$ cat src/design/dst_pkg.sv
// Shared types and codes for the descriptor slot table.
// Holds operation, status and controller state encodings plus the
// command/status structs between controller and datapath.
package dst_pkg;

  typedef enum logic [2:0] {
    OP_GET   = 3'd0,
    OP_ALLOC = 3'd1,
    OP_SET   = 3'd2,
    OP_FREE  = 3'd3,
    OP_DUP   = 3'd4,
    OP_DUP2  = 3'd5
  } op_t;

  typedef enum logic [2:0] {
    ST_OK    = 3'd0,
    ST_BUSY  = 3'd1,
    ST_BADF  = 3'd2,
    ST_INVAL = 3'd3,
    ST_FULL  = 3'd4
  } status_t;

  typedef enum logic {
    CS_IDLE = 1'b0,
    CS_EXEC = 1'b1
  } ctl_state_t;

  // controller -> datapath
  typedef struct packed {
    logic accept;   // capture request, issue table reads
    logic exec;     // decide, write back, load result register
  } dp_cmd_t;

  // datapath -> controller
  typedef struct packed {
    logic out_blocked;  // result register full and receiver stalling
  } dp_sts_t;

endpackage

$ cat src/design/descriptor_slot_table.sv
// Top level of the descriptor slot table (lowest-free handle allocator).
// Instantiates dst_ctrl and dst_dp; uses dst_pkg.
// Usage: the input channel (in_valid/in_stall) carries one request
//   transaction: op, slot, second_slot and handle. The result channel
//   (out_valid/out_stall) returns one transaction per request: status,
//   slot_out, handle_out and the handles whose reference counts go up
//   (acquire) and down (release). cfg_we/cfg_wdata write the table-ready
//   bit; write it only while idle.
// Timing: a request is taken in the idle state, which also reads the source and
//   destination entries from the handle memory. The execute step that follows runs the
//   lowest-free encode over the used map, decides the result, writes the
//   memory back and loads the result register. No new request is taken before
//   the previous one has executed; out_valid rises in the cycle after the
//   execute step. The next request is accepted while the previous result
//   still waits.
// Reset (rst_n, synchronous, active low): clear the used map, set
//   table-ready, drop any pending result. The handle memory is not cleared:
//   a slot whose used bit is clear reads as empty.
// Stall: while out_stall holds a result, hold the next request in its
//   execute step and stall the input until the result register frees.
module descriptor_slot_table
  import dst_pkg::*;
#(
  parameter int SLOTS        = 64,
  parameter int HANDLE_WIDTH = 16
) (
  input  logic        clk,
  input  logic        rst_n,
  input  logic        in_valid,
  output logic        in_stall,
  input  logic [2:0]  in_op,
  input  logic [7:0]  in_slot,
  input  logic [7:0]  in_second_slot,
  input  logic [15:0] in_handle,
  output logic        out_valid,
  input  logic        out_stall,
  output logic [2:0]  out_status,
  output logic [7:0]  out_slot_out,
  output logic [15:0] out_handle_out,
  output logic [15:0] out_acquire_handle,
  output logic [15:0] out_release_handle,
  input  logic        cfg_we,
  input  logic        cfg_wdata
);

  dp_cmd_t cmd;
  dp_sts_t sts;

  // sequence accept and execute
  dst_ctrl u_ctrl (
    .clk      (clk),
    .rst_n    (rst_n),
    .in_valid (in_valid),
    .in_stall (in_stall),
    .sts      (sts),
    .cmd      (cmd)
  );

  // table storage, decision logic and result register
  dst_dp #(
    .SLOTS        (SLOTS),
    .HANDLE_WIDTH (HANDLE_WIDTH)
  ) u_dp (
    .clk                (clk),
    .rst_n              (rst_n),
    .cmd                (cmd),
    .sts                (sts),
    .in_op              (in_op),
    .in_slot            (in_slot),
    .in_second_slot     (in_second_slot),
    .in_handle          (in_handle),
    .cfg_we             (cfg_we),
    .cfg_wdata          (cfg_wdata),
    .out_valid          (out_valid),
    .out_stall          (out_stall),
    .out_status         (out_status),
    .out_slot_out       (out_slot_out),
    .out_handle_out     (out_handle_out),
    .out_acquire_handle (out_acquire_handle),
    .out_release_handle (out_release_handle)
  );

endmodule

$ cat src/design/dst_ctrl.sv
// Controller for the descriptor slot table.
// Two-state sequencer: take a request, then execute it once the result
// register can take a new transaction. Uses dst_pkg.
module dst_ctrl
  import dst_pkg::*;
(
  input  logic    clk,
  input  logic    rst_n,
  input  logic    in_valid,
  output logic    in_stall,
  input  dp_sts_t sts,
  output dp_cmd_t cmd
);

  ctl_state_t state_r, state_nxt;

  always_ff @(posedge clk) begin
    if (!rst_n) begin
      state_r <= CS_IDLE;
    end else begin
      state_r <= state_nxt;
    end
  end

  always_comb begin
    state_nxt  = state_r;
    cmd.accept = 1'b0;
    cmd.exec   = 1'b0;
    in_stall   = 1'b1;
    unique case (state_r)
      CS_IDLE: begin
        in_stall = 1'b0;
        if (in_valid) begin
          cmd.accept = 1'b1;
          state_nxt  = CS_EXEC;
        end
      end
      CS_EXEC: begin
        // hold until the result register frees up
        if (!sts.out_blocked) begin
          cmd.exec  = 1'b1;
          state_nxt = CS_IDLE;
        end
      end
      default: begin
        state_nxt = CS_IDLE;
      end
    endcase
  end

endmodule

$ cat src/design/dst_dp.sv
// Datapath for the descriptor slot table.
// Holds the handle memory, used bitmap, ready register, lowest-free
// encoder and the result register. Uses dst_pkg.
module dst_dp
  import dst_pkg::*;
#(
  parameter int SLOTS        = 64,
  parameter int HANDLE_WIDTH = 16
) (
  input  logic        clk,
  input  logic        rst_n,
  input  dp_cmd_t     cmd,
  output dp_sts_t     sts,
  input  logic [2:0]  in_op,
  input  logic [7:0]  in_slot,
  input  logic [7:0]  in_second_slot,
  input  logic [15:0] in_handle,
  input  logic        cfg_we,
  input  logic        cfg_wdata,
  output logic        out_valid,
  input  logic        out_stall,
  output logic [2:0]  out_status,
  output logic [7:0]  out_slot_out,
  output logic [15:0] out_handle_out,
  output logic [15:0] out_acquire_handle,
  output logic [15:0] out_release_handle
);

  localparam int IW = (SLOTS > 1) ? $clog2(SLOTS) : 1;
  localparam int SW = (HANDLE_WIDTH < 16) ? HANDLE_WIDTH : 16;
  localparam logic [7:0] SLOT_LIMIT = 8'(SLOTS);

  logic [SW-1:0] mem [SLOTS];

  logic [SLOTS-1:0] used_r;
  logic             ready_r;

  logic [2:0]    op_r;
  logic [7:0]    s_r, d_r;
  logic [SW-1:0] h_r, rd_s_r, rd_d_r;

  logic          out_valid_r;
  logic [2:0]    status_r;
  logic [7:0]    slot_out_r;
  logic [15:0]   hout_r, acq_r, rel_r;

  logic [SLOTS-1:0] free_v, low_v;
  logic [IW-1:0]    fidx;
  logic             full;
  logic             s_ok, d_ok;
  logic [SW-1:0]    hs, hd;

  status_t       st;
  logic [7:0]    so;
  logic [SW-1:0] ho, aq, rl;
  logic          wr_en;
  logic [IW-1:0] wr_idx;
  logic [SW-1:0] wr_data;
  logic          u_set, u_clr;

  // capture request and read source/destination entries
  always_ff @(posedge clk) begin
    if (cmd.accept) begin
      op_r   <= in_op;
      s_r    <= in_slot;
      d_r    <= in_second_slot;
      h_r    <= SW'(in_handle);
      rd_s_r <= mem[IW'(in_slot)];
      rd_d_r <= mem[IW'(in_second_slot)];
    end
    if (wr_en) begin
      mem[wr_idx] <= wr_data;
    end
  end

  // lowest clear used bit: isolate lowest set bit of the free vector
  always_comb begin
    free_v = ~used_r;
    low_v  = free_v & (~free_v + SLOTS'(1));
    full   = (free_v == '0);
    fidx   = '0;
    for (int i = 0; i < SLOTS; i++) begin
      if (low_v[i]) begin
        fidx = fidx | IW'(i);
      end
    end
  end

  // a clear used bit means the slot is empty
  always_comb begin
    s_ok = (s_r < SLOT_LIMIT);
    d_ok = (d_r < SLOT_LIMIT);
    hs   = (s_ok && used_r[IW'(s_r)]) ? rd_s_r : '0;
    hd   = (d_ok && used_r[IW'(d_r)]) ? rd_d_r : '0;
  end

  always_comb begin
    st      = ST_OK;
    so      = '0;
    ho      = '0;
    aq      = '0;
    rl      = '0;
    wr_en   = 1'b0;
    wr_idx  = fidx;
    wr_data = '0;
    u_set   = 1'b0;
    u_clr   = 1'b0;
    if (op_t'(op_r) == OP_DUP2 && s_r == d_r) begin
      so = d_r;
    end else if (!ready_r) begin
      st = ST_BUSY;
    end else begin
      unique case (op_r)
        OP_GET: begin
          if (!s_ok || hs == '0) begin
            st = ST_BADF;
          end else begin
            ho = hs;
            aq = hs;
          end
        end
        OP_ALLOC: begin
          if (full) begin
            st = ST_FULL;
          end else begin
            wr_en   = 1'b1;
            wr_data = h_r;
            u_set   = 1'b1;
            aq      = h_r;
            so      = 8'(fidx);
          end
        end
        OP_SET: begin
          if (!s_ok) begin
            st = ST_INVAL;
          end else begin
            rl      = hs;
            wr_en   = 1'b1;
            wr_idx  = IW'(s_r);
            wr_data = h_r;
            u_set   = 1'b1;
            aq      = h_r;
            so      = s_r;
          end
        end
        OP_FREE: begin
          if (!s_ok || hs == '0) begin
            st = ST_BADF;
          end else begin
            rl     = hs;
            wr_en  = 1'b1;
            wr_idx = IW'(s_r);
            u_clr  = 1'b1;
          end
        end
        OP_DUP: begin
          if (!s_ok || hs == '0) begin
            st = ST_BADF;
          end else if (full) begin
            st = ST_FULL;
          end else begin
            wr_en   = 1'b1;
            wr_data = hs;
            u_set   = 1'b1;
            aq      = hs;
            so      = 8'(fidx);
          end
        end
        OP_DUP2: begin
          if (!s_ok || !d_ok || hs == '0) begin
            st = ST_BADF;
          end else begin
            rl      = hd;
            wr_en   = 1'b1;
            wr_idx  = IW'(d_r);
            wr_data = hs;
            u_set   = 1'b1;
            aq      = hs;
            so      = d_r;
          end
        end
        default: begin
          st = ST_INVAL;
        end
      endcase
    end
    wr_en = wr_en & cmd.exec;
    u_set = u_set & cmd.exec;
    u_clr = u_clr & cmd.exec;
  end

  // control state
  always_ff @(posedge clk) begin
    if (!rst_n) begin
      used_r      <= '0;
      ready_r     <= 1'b1;
      out_valid_r <= 1'b0;
    end else begin
      if (cfg_we) begin
        ready_r <= cfg_wdata;
      end
      if (u_set) begin
        used_r[wr_idx] <= 1'b1;
      end else if (u_clr) begin
        used_r[wr_idx] <= 1'b0;
      end
      if (cmd.exec) begin
        out_valid_r <= 1'b1;
      end else if (!out_stall) begin
        out_valid_r <= 1'b0;
      end
    end
  end

  // result register payload
  always_ff @(posedge clk) begin
    if (cmd.exec) begin
      status_r   <= st;
      slot_out_r <= so;
      hout_r     <= 16'(ho);
      acq_r      <= 16'(aq);
      rel_r      <= 16'(rl);
    end
  end

  assign sts.out_blocked   = out_valid_r & out_stall;
  assign out_valid          = out_valid_r;
  assign out_status         = status_r;
  assign out_slot_out       = slot_out_r;
  assign out_handle_out     = hout_r;
  assign out_acquire_handle = acq_r;
  assign out_release_handle = rel_r;

endmodule

$ cat config.mk
export PLATFORM = sky130hd
export DESIGN_NAME = descriptor_slot_table
export DESIGN_NICKNAME = d
export VERILOG_FILES = /design/src/design/dst_pkg.sv /design/src/design/descriptor_slot_table.sv /design/src/design/dst_ctrl.sv /design/src/design/dst_dp.sv
export SDC_FILE = /design/constraint.sdc
export NUM_CORES = 2
export LEC_CHECK = 0
export BUFFER_PORTS_ARGS = -buffer_cell sky130_fd_sc_hd__clkbuf_2
export CORE_UTILIZATION = 50
export CTS_CLUSTER_DIAMETER = 50
export CTS_CLUSTER_SIZE = 16
export DETAILED_ROUTE_END_ITERATION = 8
export PLACE_DENSITY = 0.64
export SETUP_SLACK_MARGIN = 0.02
export SYNTH_ARGS = -nofsm -noshare
export SYNTH_HDL_FRONTEND = slang
export SYNTH_SLANG_ARGS = --single-unit
$ cat constraint.sdc
create_clock -name clk -period 8.86 [get_ports clk]
set_input_delay 0.443 -clock clk [delete_from_list [all_inputs] [get_ports clk]]
set_output_delay 0.443 -clock clk [all_outputs]
set_load 0.02 [all_outputs]
After elaboration in Yosys (flattened, before gate mapping):

Memory sizes are Yosys's and may differ from the RTL's. A register that Yosys moved wholly into a read port is not among the register bits.
Cells that the tools add are included.

* bitwise gates (word level): 11
* multiplexer cells: 272
* $lt $le $gt $ge: 6
* add/sub/neg operators: 1
* reductions and logical operators: 13
* equality and inequality tests: 11

Operator list (count)
* 16-bit 2-to-1 mux: 56
* 64-bit 2-to-1 mux: 5
* 6-bit 2-to-1 mux: 50
* 8-bit 2-to-1 mux: 24
* 64-bit NOT: 3
* 64-bit bitwise AND: 2
* 3-bit 2-to-1 mux: 32
* 5-bit 2-to-1 mux: 16
* 16-bit one-hot mux with 5 select lines: 1
* 64-bit by 1-bit adder with 64-bit output (second input constant): 1
* 64-bit logical NOT: 1
* 1-bit 2-to-1 mux: 64
* 64-bit bitwise OR: 1
* 16-bit one-hot mux with 4 select lines: 1
* 16-bit one-hot mux with 3 select lines: 1
* 4-bit 2-to-1 mux: 8
* 8-bit one-hot mux with 4 select lines: 1
* 6-bit by 7-bit < comparator with 1-bit output (second input constant): 3
* 3-bit one-hot mux with 6 select lines: 1
* 6-bit one-hot mux with 3 select lines: 1
* 16-bit logical NOT: 1
* 8-bit by 7-bit < comparator with 1-bit output (second input constant): 2
* 1-bit binary-select mux with 6-bit select: 2
* 2-bit 2-to-1 mux: 5
* 20 further kinds: 32

* logic and storage cells: 328
* register bits after elaboration: 161
* memories kept: 1
* RAM bits: 1024
* bits of input ports: 41
* output and inout port bits: 61

Memory list
* u_dp.mem: depth 64, bits a word 16, rd ports 2, clocked after Yosys merged registers in 2, wr ports 1, RTL line dst_dp.sv:33 `logic [SW-1:0] mem [SLOTS];`

Longest topological paths before layout:

* depth in word-level cells: 88
* gate-level depth with buffers: 14
* depth with buffers taken out: 10

By module:

A second synthesis with hierarchy kept.

* cell total of the unflattened synthesis: 3070
* area, all modules: 58168.3 um^2

Modules (own cells, without submodules)
* dst_dp: area each 58122.0 um^2, cells an instance 3065, sequential area each 35854.4 um^2, instances 1
* dst_ctrl: area each 46.3 um^2, cells an instance 5, sequential area each 20.0 um^2, instances 1

Worst setup path before layout:

OpenSTA, ideal clock, no wires.

* path type: register -> register
* start point: reg u_ctrl.state_r
* end point: mem u_dp.mem[2][0] (netlist name) (enable)
* slack: 0.636 ns
* data arrival time: 7.791 ns
* clock period less this slack: 8.224 ns
* required time: 8.426 ns
* path buffers: 0
* cell stages (with the launch flop): 6
* setup time: 0.434 ns
* path through: dfxtp_1 a21boi_0 and3_1 o31ai_2 or2_1 nor4_1

RTL lines
* from (decl): RTL line dst_ctrl.sv:15 `ctl_state_t state_r, state_nxt;`
* from (signal assigned): RTL line dst_ctrl.sv:21 `state_r <= state_nxt;`
* to (decl): RTL line dst_dp.sv:33

Final worst setup path:

* start point: reg u_dp.s_r[1]
* end point: mem u_dp.mem[50][3] (netlist name) (enable)

* longest elaborated chain between the ends: 19
* elaborated cells between the ends (all ways): 55
* classes of those cells: 1 x order compare; 1 x eq/ne; 45 x mux; 1 x bitwise; 7 x reduce/logical

Ends and longest elaborated chain
* from (decl): RTL line dst_dp.sv:39 `logic [7:0] s_r, d_r;`
* from (signal assigned): RTL line dst_dp.sv:65 `s_r <= in_slot;`
* 1-bit binary-select mux with 6-bit select: RTL line dst_dp.sv:93 `hs = (s_ok && used_r[IW'(s_r)]) ? rd_s_r : '0;`
* 1-bit 2-to-1 mux (implied by the code): RTL line dst_dp.sv:93
* 1-bit logical AND: RTL line dst_dp.sv:93
* 16-bit 2-to-1 mux: RTL line dst_dp.sv:93
* 16-bit logical NOT: RTL line dst_dp.sv:147, dst_dp.sv:157, dst_dp.sv:170
* 1-bit logical OR, on equally long branches: RTL line dst_dp.sv:170, dst_dp.sv:147, dst_dp.sv:157
* 1-bit 2-to-1 mux, on equally long branches: RTL line dst_dp.sv:170, dst_dp.sv:147, dst_dp.sv:157
* 1-bit 2-to-1 mux: RTL line dst_dp.sv:113 `unique case (op_r)`
* [2 not listed]
* 1-bit one-hot mux with 5 select lines: RTL line dst_dp.sv:113
* 1-bit 2-to-1 mux: RTL line dst_dp.sv:110 `end else if (!ready_r) begin`
* 1-bit 2-to-1 mux: RTL line dst_dp.sv:108 `if (op_t'(op_r) == OP_DUP2 && s_r == d_r) begin`
* 1-bit 2-to-1 mux: RTL line dst_dp.sv:110
* 1-bit 2-to-1 mux (2 in a row): RTL line dst_dp.sv:108
* 1-bit bitwise AND: RTL line dst_dp.sv:187 `wr_en = wr_en & cmd.exec;`
* 1-bit 2-to-1 mux: RTL line dst_dp.sv:71 `if (wr_en) begin`
* 1-bit 2-to-1 mux (implied by the code): RTL line dst_dp.sv:72 `mem[wr_idx] <= wr_data;`

Parallel ways exist; a longest one is shown, timed or not. The select of a mux whose other input is x is not followed.

==> impl_metrics.ini <==
[worst_setup_path]
reg2reg_slack_ns = 1.89
crit_chain = buf_4, mux2i_1, a22o_1, o21ai_0, and4_4, or2_2, and4_1, o31ai_2, nor2_1, nand3_1, nor2_2
reg2reg_depth = 11
crit_arrival_ns = 7.34
cp_slowest_cell = nor2_2
criticalPathCategory = reg -> reg
required_ns = 9.23
start_kind = register
end_kind = register
r2r_end = u_dp.mem[50][3]
critPathMaxFanout = 52
max_stage_delay_ns = 1.10
r2r-start = u_dp.s_r[1]

[global_routing]
grt_pass1_wl_um = 257100
met2_usage = 0.4658
met3_usage = 0.09427
grtUsageMet1 = 0.4401
grt_overflow = 0
antenna_found_initial = 10
gr-max-usage-layer = met2
track_usage = 0.3158
grt_pass1_vias = 33270
grt_max_degree = 97

[synth]
synth_edf_count = 1150
synth_seq_cells = 1217
syn_nets = 3045
synth_area_per_cell_um2 = 19.40
syn_area_um2 = 58290
ys.flop_type = edfxtp_1
syn_inst = 3004
synth_cell_type_count = 103
yosysWarnings = 0
ys_async_sr_fraction = 0
ys_seq_area_frac = 0.6154

[pwr]
power.density_nw_per_um2 = 194.1
p_seq_frac = 0.503
leakage_nw = 19.47
internal_power_mw = 9.561
sw_frac_of_total = 0.2417
clock_power_share = 0.417
ir_drop_mv = 0.1863
p_switching_mw = 3.048
pwr-share-comb = 0.079

[sta]
finalCritPeriodShare = 0.7864
hold_viol_final = 0
relSlewSlack = 0.1170
finalSetupViolations = 0
min_period_ns = 6.967
worst_pin_slew_ns = 1.323
tns_ns = 0
finalClockSkew_ns = 0.04609
fmax_mhz = 143.5
rsz0062_at_grt = false
maxSlewViolCount = 0

[place]
dp.cells = 4439
dp_hpwl_um = 121400
io_buffer_count = 101
finalWeightedCongestion = 0.9955

[floorplanning]
ioPinCount = 102
fp.dieH_um = 343.4
die_width_um = 343.4
rows = 124
die_area_um2 = 118000
start_util = 0.5070
core_area_um2 = 115000

[run]
maxCapViolCount = 0

[worst_hold_path]
holdCritStartpoint = out_stall
min_to = u_dp.out_valid
holdPathStages = 3
hold_class = in -> reg

[status]
run_status = complete, no violations

[clock_network]
clk_latency_ns = 0.75
cts-root-buf = clkbuf_16
tritoncts = yes
cts.sinks = 1217
post_cts_buffers = 0
cts-root-to-sink-buffers = 3
path_clk_slew_ns = 0.07
htreeDepth = 3
cts_buffers = 119

[final_layout]
fillers = 8563
multi_input_area_um2 = 21700
syn2layout_area_growth_pct = 11.43
final-seq-area_um2 = 35870
layoutNonFillerInstCount = 4689
finalNetCount = 3115
drive_gt1_frac = 0.3789

[route]
drc = 0
ant_nets = 0
avgRoutedWirePerCell_um = 39.34
drt_first_pass_iters = 6
vias = 33942
drt_iter0_drc = 5197
wl_um = 184500
viasPerCell = 7.239
-- layout make-up --
type / count / share of cell area
Antenna cell: 2 / 0.00007705
Clock buffer: 131 / 0.04654
Clock inverter: 91 / 0.01589
Inverter: 16 / 0.0009246
Multi-Input combinational cell: 1525 / 0.3340
Sequential cell: 1217 / 0.5523
Tap cell: 1512 / 0.02913
Timing Repair Buffer: 195 / 0.02111
-- metrics by stage --
step / utilization / instance area (µm²) / setup WS [ns] / hold slack, ns / total power [mW]
final: 0.5650 / 64950 / 1.893 / 0.05991 / 12.61
after global routing: 0.5650 / 64950 / 1.650 / 0.05644 / 12.88
after CTS: 0.5650 / 64950 / 2.029 / 0.01998 / 12.65
after detailed placement: 0.5274 / 60630 / 2.093 / 0.5149 / 7.446
after global placement: 0.5274 / 60630 / 2.208 / 0.5066 / 7.434
after floorplan: - / 58290 / 0.6358 / 0.4636 / 7.062
-- power by group through the flow --
stage	combinational, mW	sequential [mW]	clock [mW]
floorplan	0.595	6.47	0
global placement	0.965	6.47	0
detailed placement	0.975	6.47	0
CTS	0.987	6.35	5.31
global route	1.02	6.35	5.50
finish	0.999	6.35	5.26
-- registers in the layout, summed over array words and instances, names as in the netlist, named ones only --
name,cells
u_dp.out_handle_out,16
u_dp.h_r,16
u_dp.d_r,8
u_dp.out_slot_out,8
u_dp.rd_s_r,16
u_dp.op_r,3
u_dp.mem,1024
u_dp.out_acquire_handle,16
u_dp.rd_d_r,16
u_dp.s_r,8
u_dp.out_release_handle,16
u_dp.out_status,3
u_ctrl.state_r,1
u_dp.ready_r,1
u_dp.out_valid,1
-- cell usage after synthesis, types with 10 or more instances --
library cell	n	area [µm²]
buf_4	10	75.07
edfxtp_1	1150	34530
o21ai_1	12	60.06
nand3_1	119	595.6
a21oi_1	54	270.3
and3_1	20	125.1
and2_1	41	256.5
dfxtp_1	67	1341
inv_1	16	60.06
nand2b_1	15	93.84
nor2_1	91	341.6
clkbuf_1	143	536.8
buf_1	63	236.5
nor4_1	21	131.4
nand2_1	84	315.3
and4_1	10	87.58
mux2i_1	21	210.2
nor3_1	17	85.08
a32o_1	50	500.5
a32oi_1	17	148.9
nand4_1	30	187.7
mux4_2	699	15740
nor2b_1	11	68.82
o21ai_0	25	125.1
buf_2	23	115.1
-- how the worst max path moves through the flow --
stage / to / from / cells after the start
3_5_place_dp: u_dp.mem[50][15] / u_dp.s_r[1] / 11
4_1_cts: u_dp.mem[43][0] / u_dp.s_r[1] / 11
6_report: u_dp.mem[50][3] / u_dp.s_r[1] / 11
3_3_place_gp: u_dp.mem[50][9] / u_dp.s_r[1] / 11
5_1_grt: u_dp.mem[50][3] / u_dp.s_r[1] / 11
2_1_floorplan: u_dp.mem[2][0] / u_ctrl.state_r / 5
-- critical path, delay by kind of cell, from the launching register on --
| kind | cells | cell delay (ns) |
|---|---|---|
| AND/OR/NAND/NOR | 6 | 4.24 |
| multiplexers | 1 | 0.12 |
| buffers and inverters | 1 | 0.42 |
| flip-flops | 1 | 1.03 |
| AO/OA/AOI/OAI | 3 | 0.73 |
-- cell families after synthesis --
group           count (synthesis)  synth area share
flops                        1217            0.6154
mux                           721            0.2739
simple gates                  521           0.05003
compound gates                275           0.04055
buf+inv                       262           0.01891
xor+xnor                        8          0.001202
-- per-layer routing --
| metal | up-vias | share of wire |
|---|---|---|
| met2 | 2370 | 0.45 |
| met1 | 17935 | 0.37 |
| met5 | - | 0.000098 |
| li1 | 13276 | - |
| met3 | 357 | 0.13 |
| met4 | 4 | 0.049 |
-- what timing repair did --
action / in CTS / in global routing
resized for setup: 0 / 0
hold buffers: 26 / 0
hold endpoints to repair: 25 / 0
-- cell usage in the layout (no fill, tap or decap), types with 11 or more instances in the layout --
master         synthesis  routed
a21oi_1               54      36
a21oi_4                0      16
a32o_1                50      50
a32oi_1               17      17
and2_1                41      41
and3_1                20      20
buf_4                 10      67
bufinv_16              0      11
clkbuf_1             143      12
clkbuf_16              0     119
clkbuf_2               0      93
clkinv_2               0      15
clkinvlp_4             0      12
dfxtp_1               67      67
dlygate4sd3_1          0      26
edfxtp_1            1150    1150
inv_1                 16      16
inv_6                  0      16
mux2i_1               21      21
mux4_2               699     699
nand2_1               84      84
nand2b_1              15      15
nand3_1              119     119
nand4_1               30      30
nor2_1                91      44
nor2_2                 1      48
nor3_1                17      17
nor4_1                21      17
o21ai_0               25      25
o21ai_1               12      12
(Power assumes the default switching activity.)
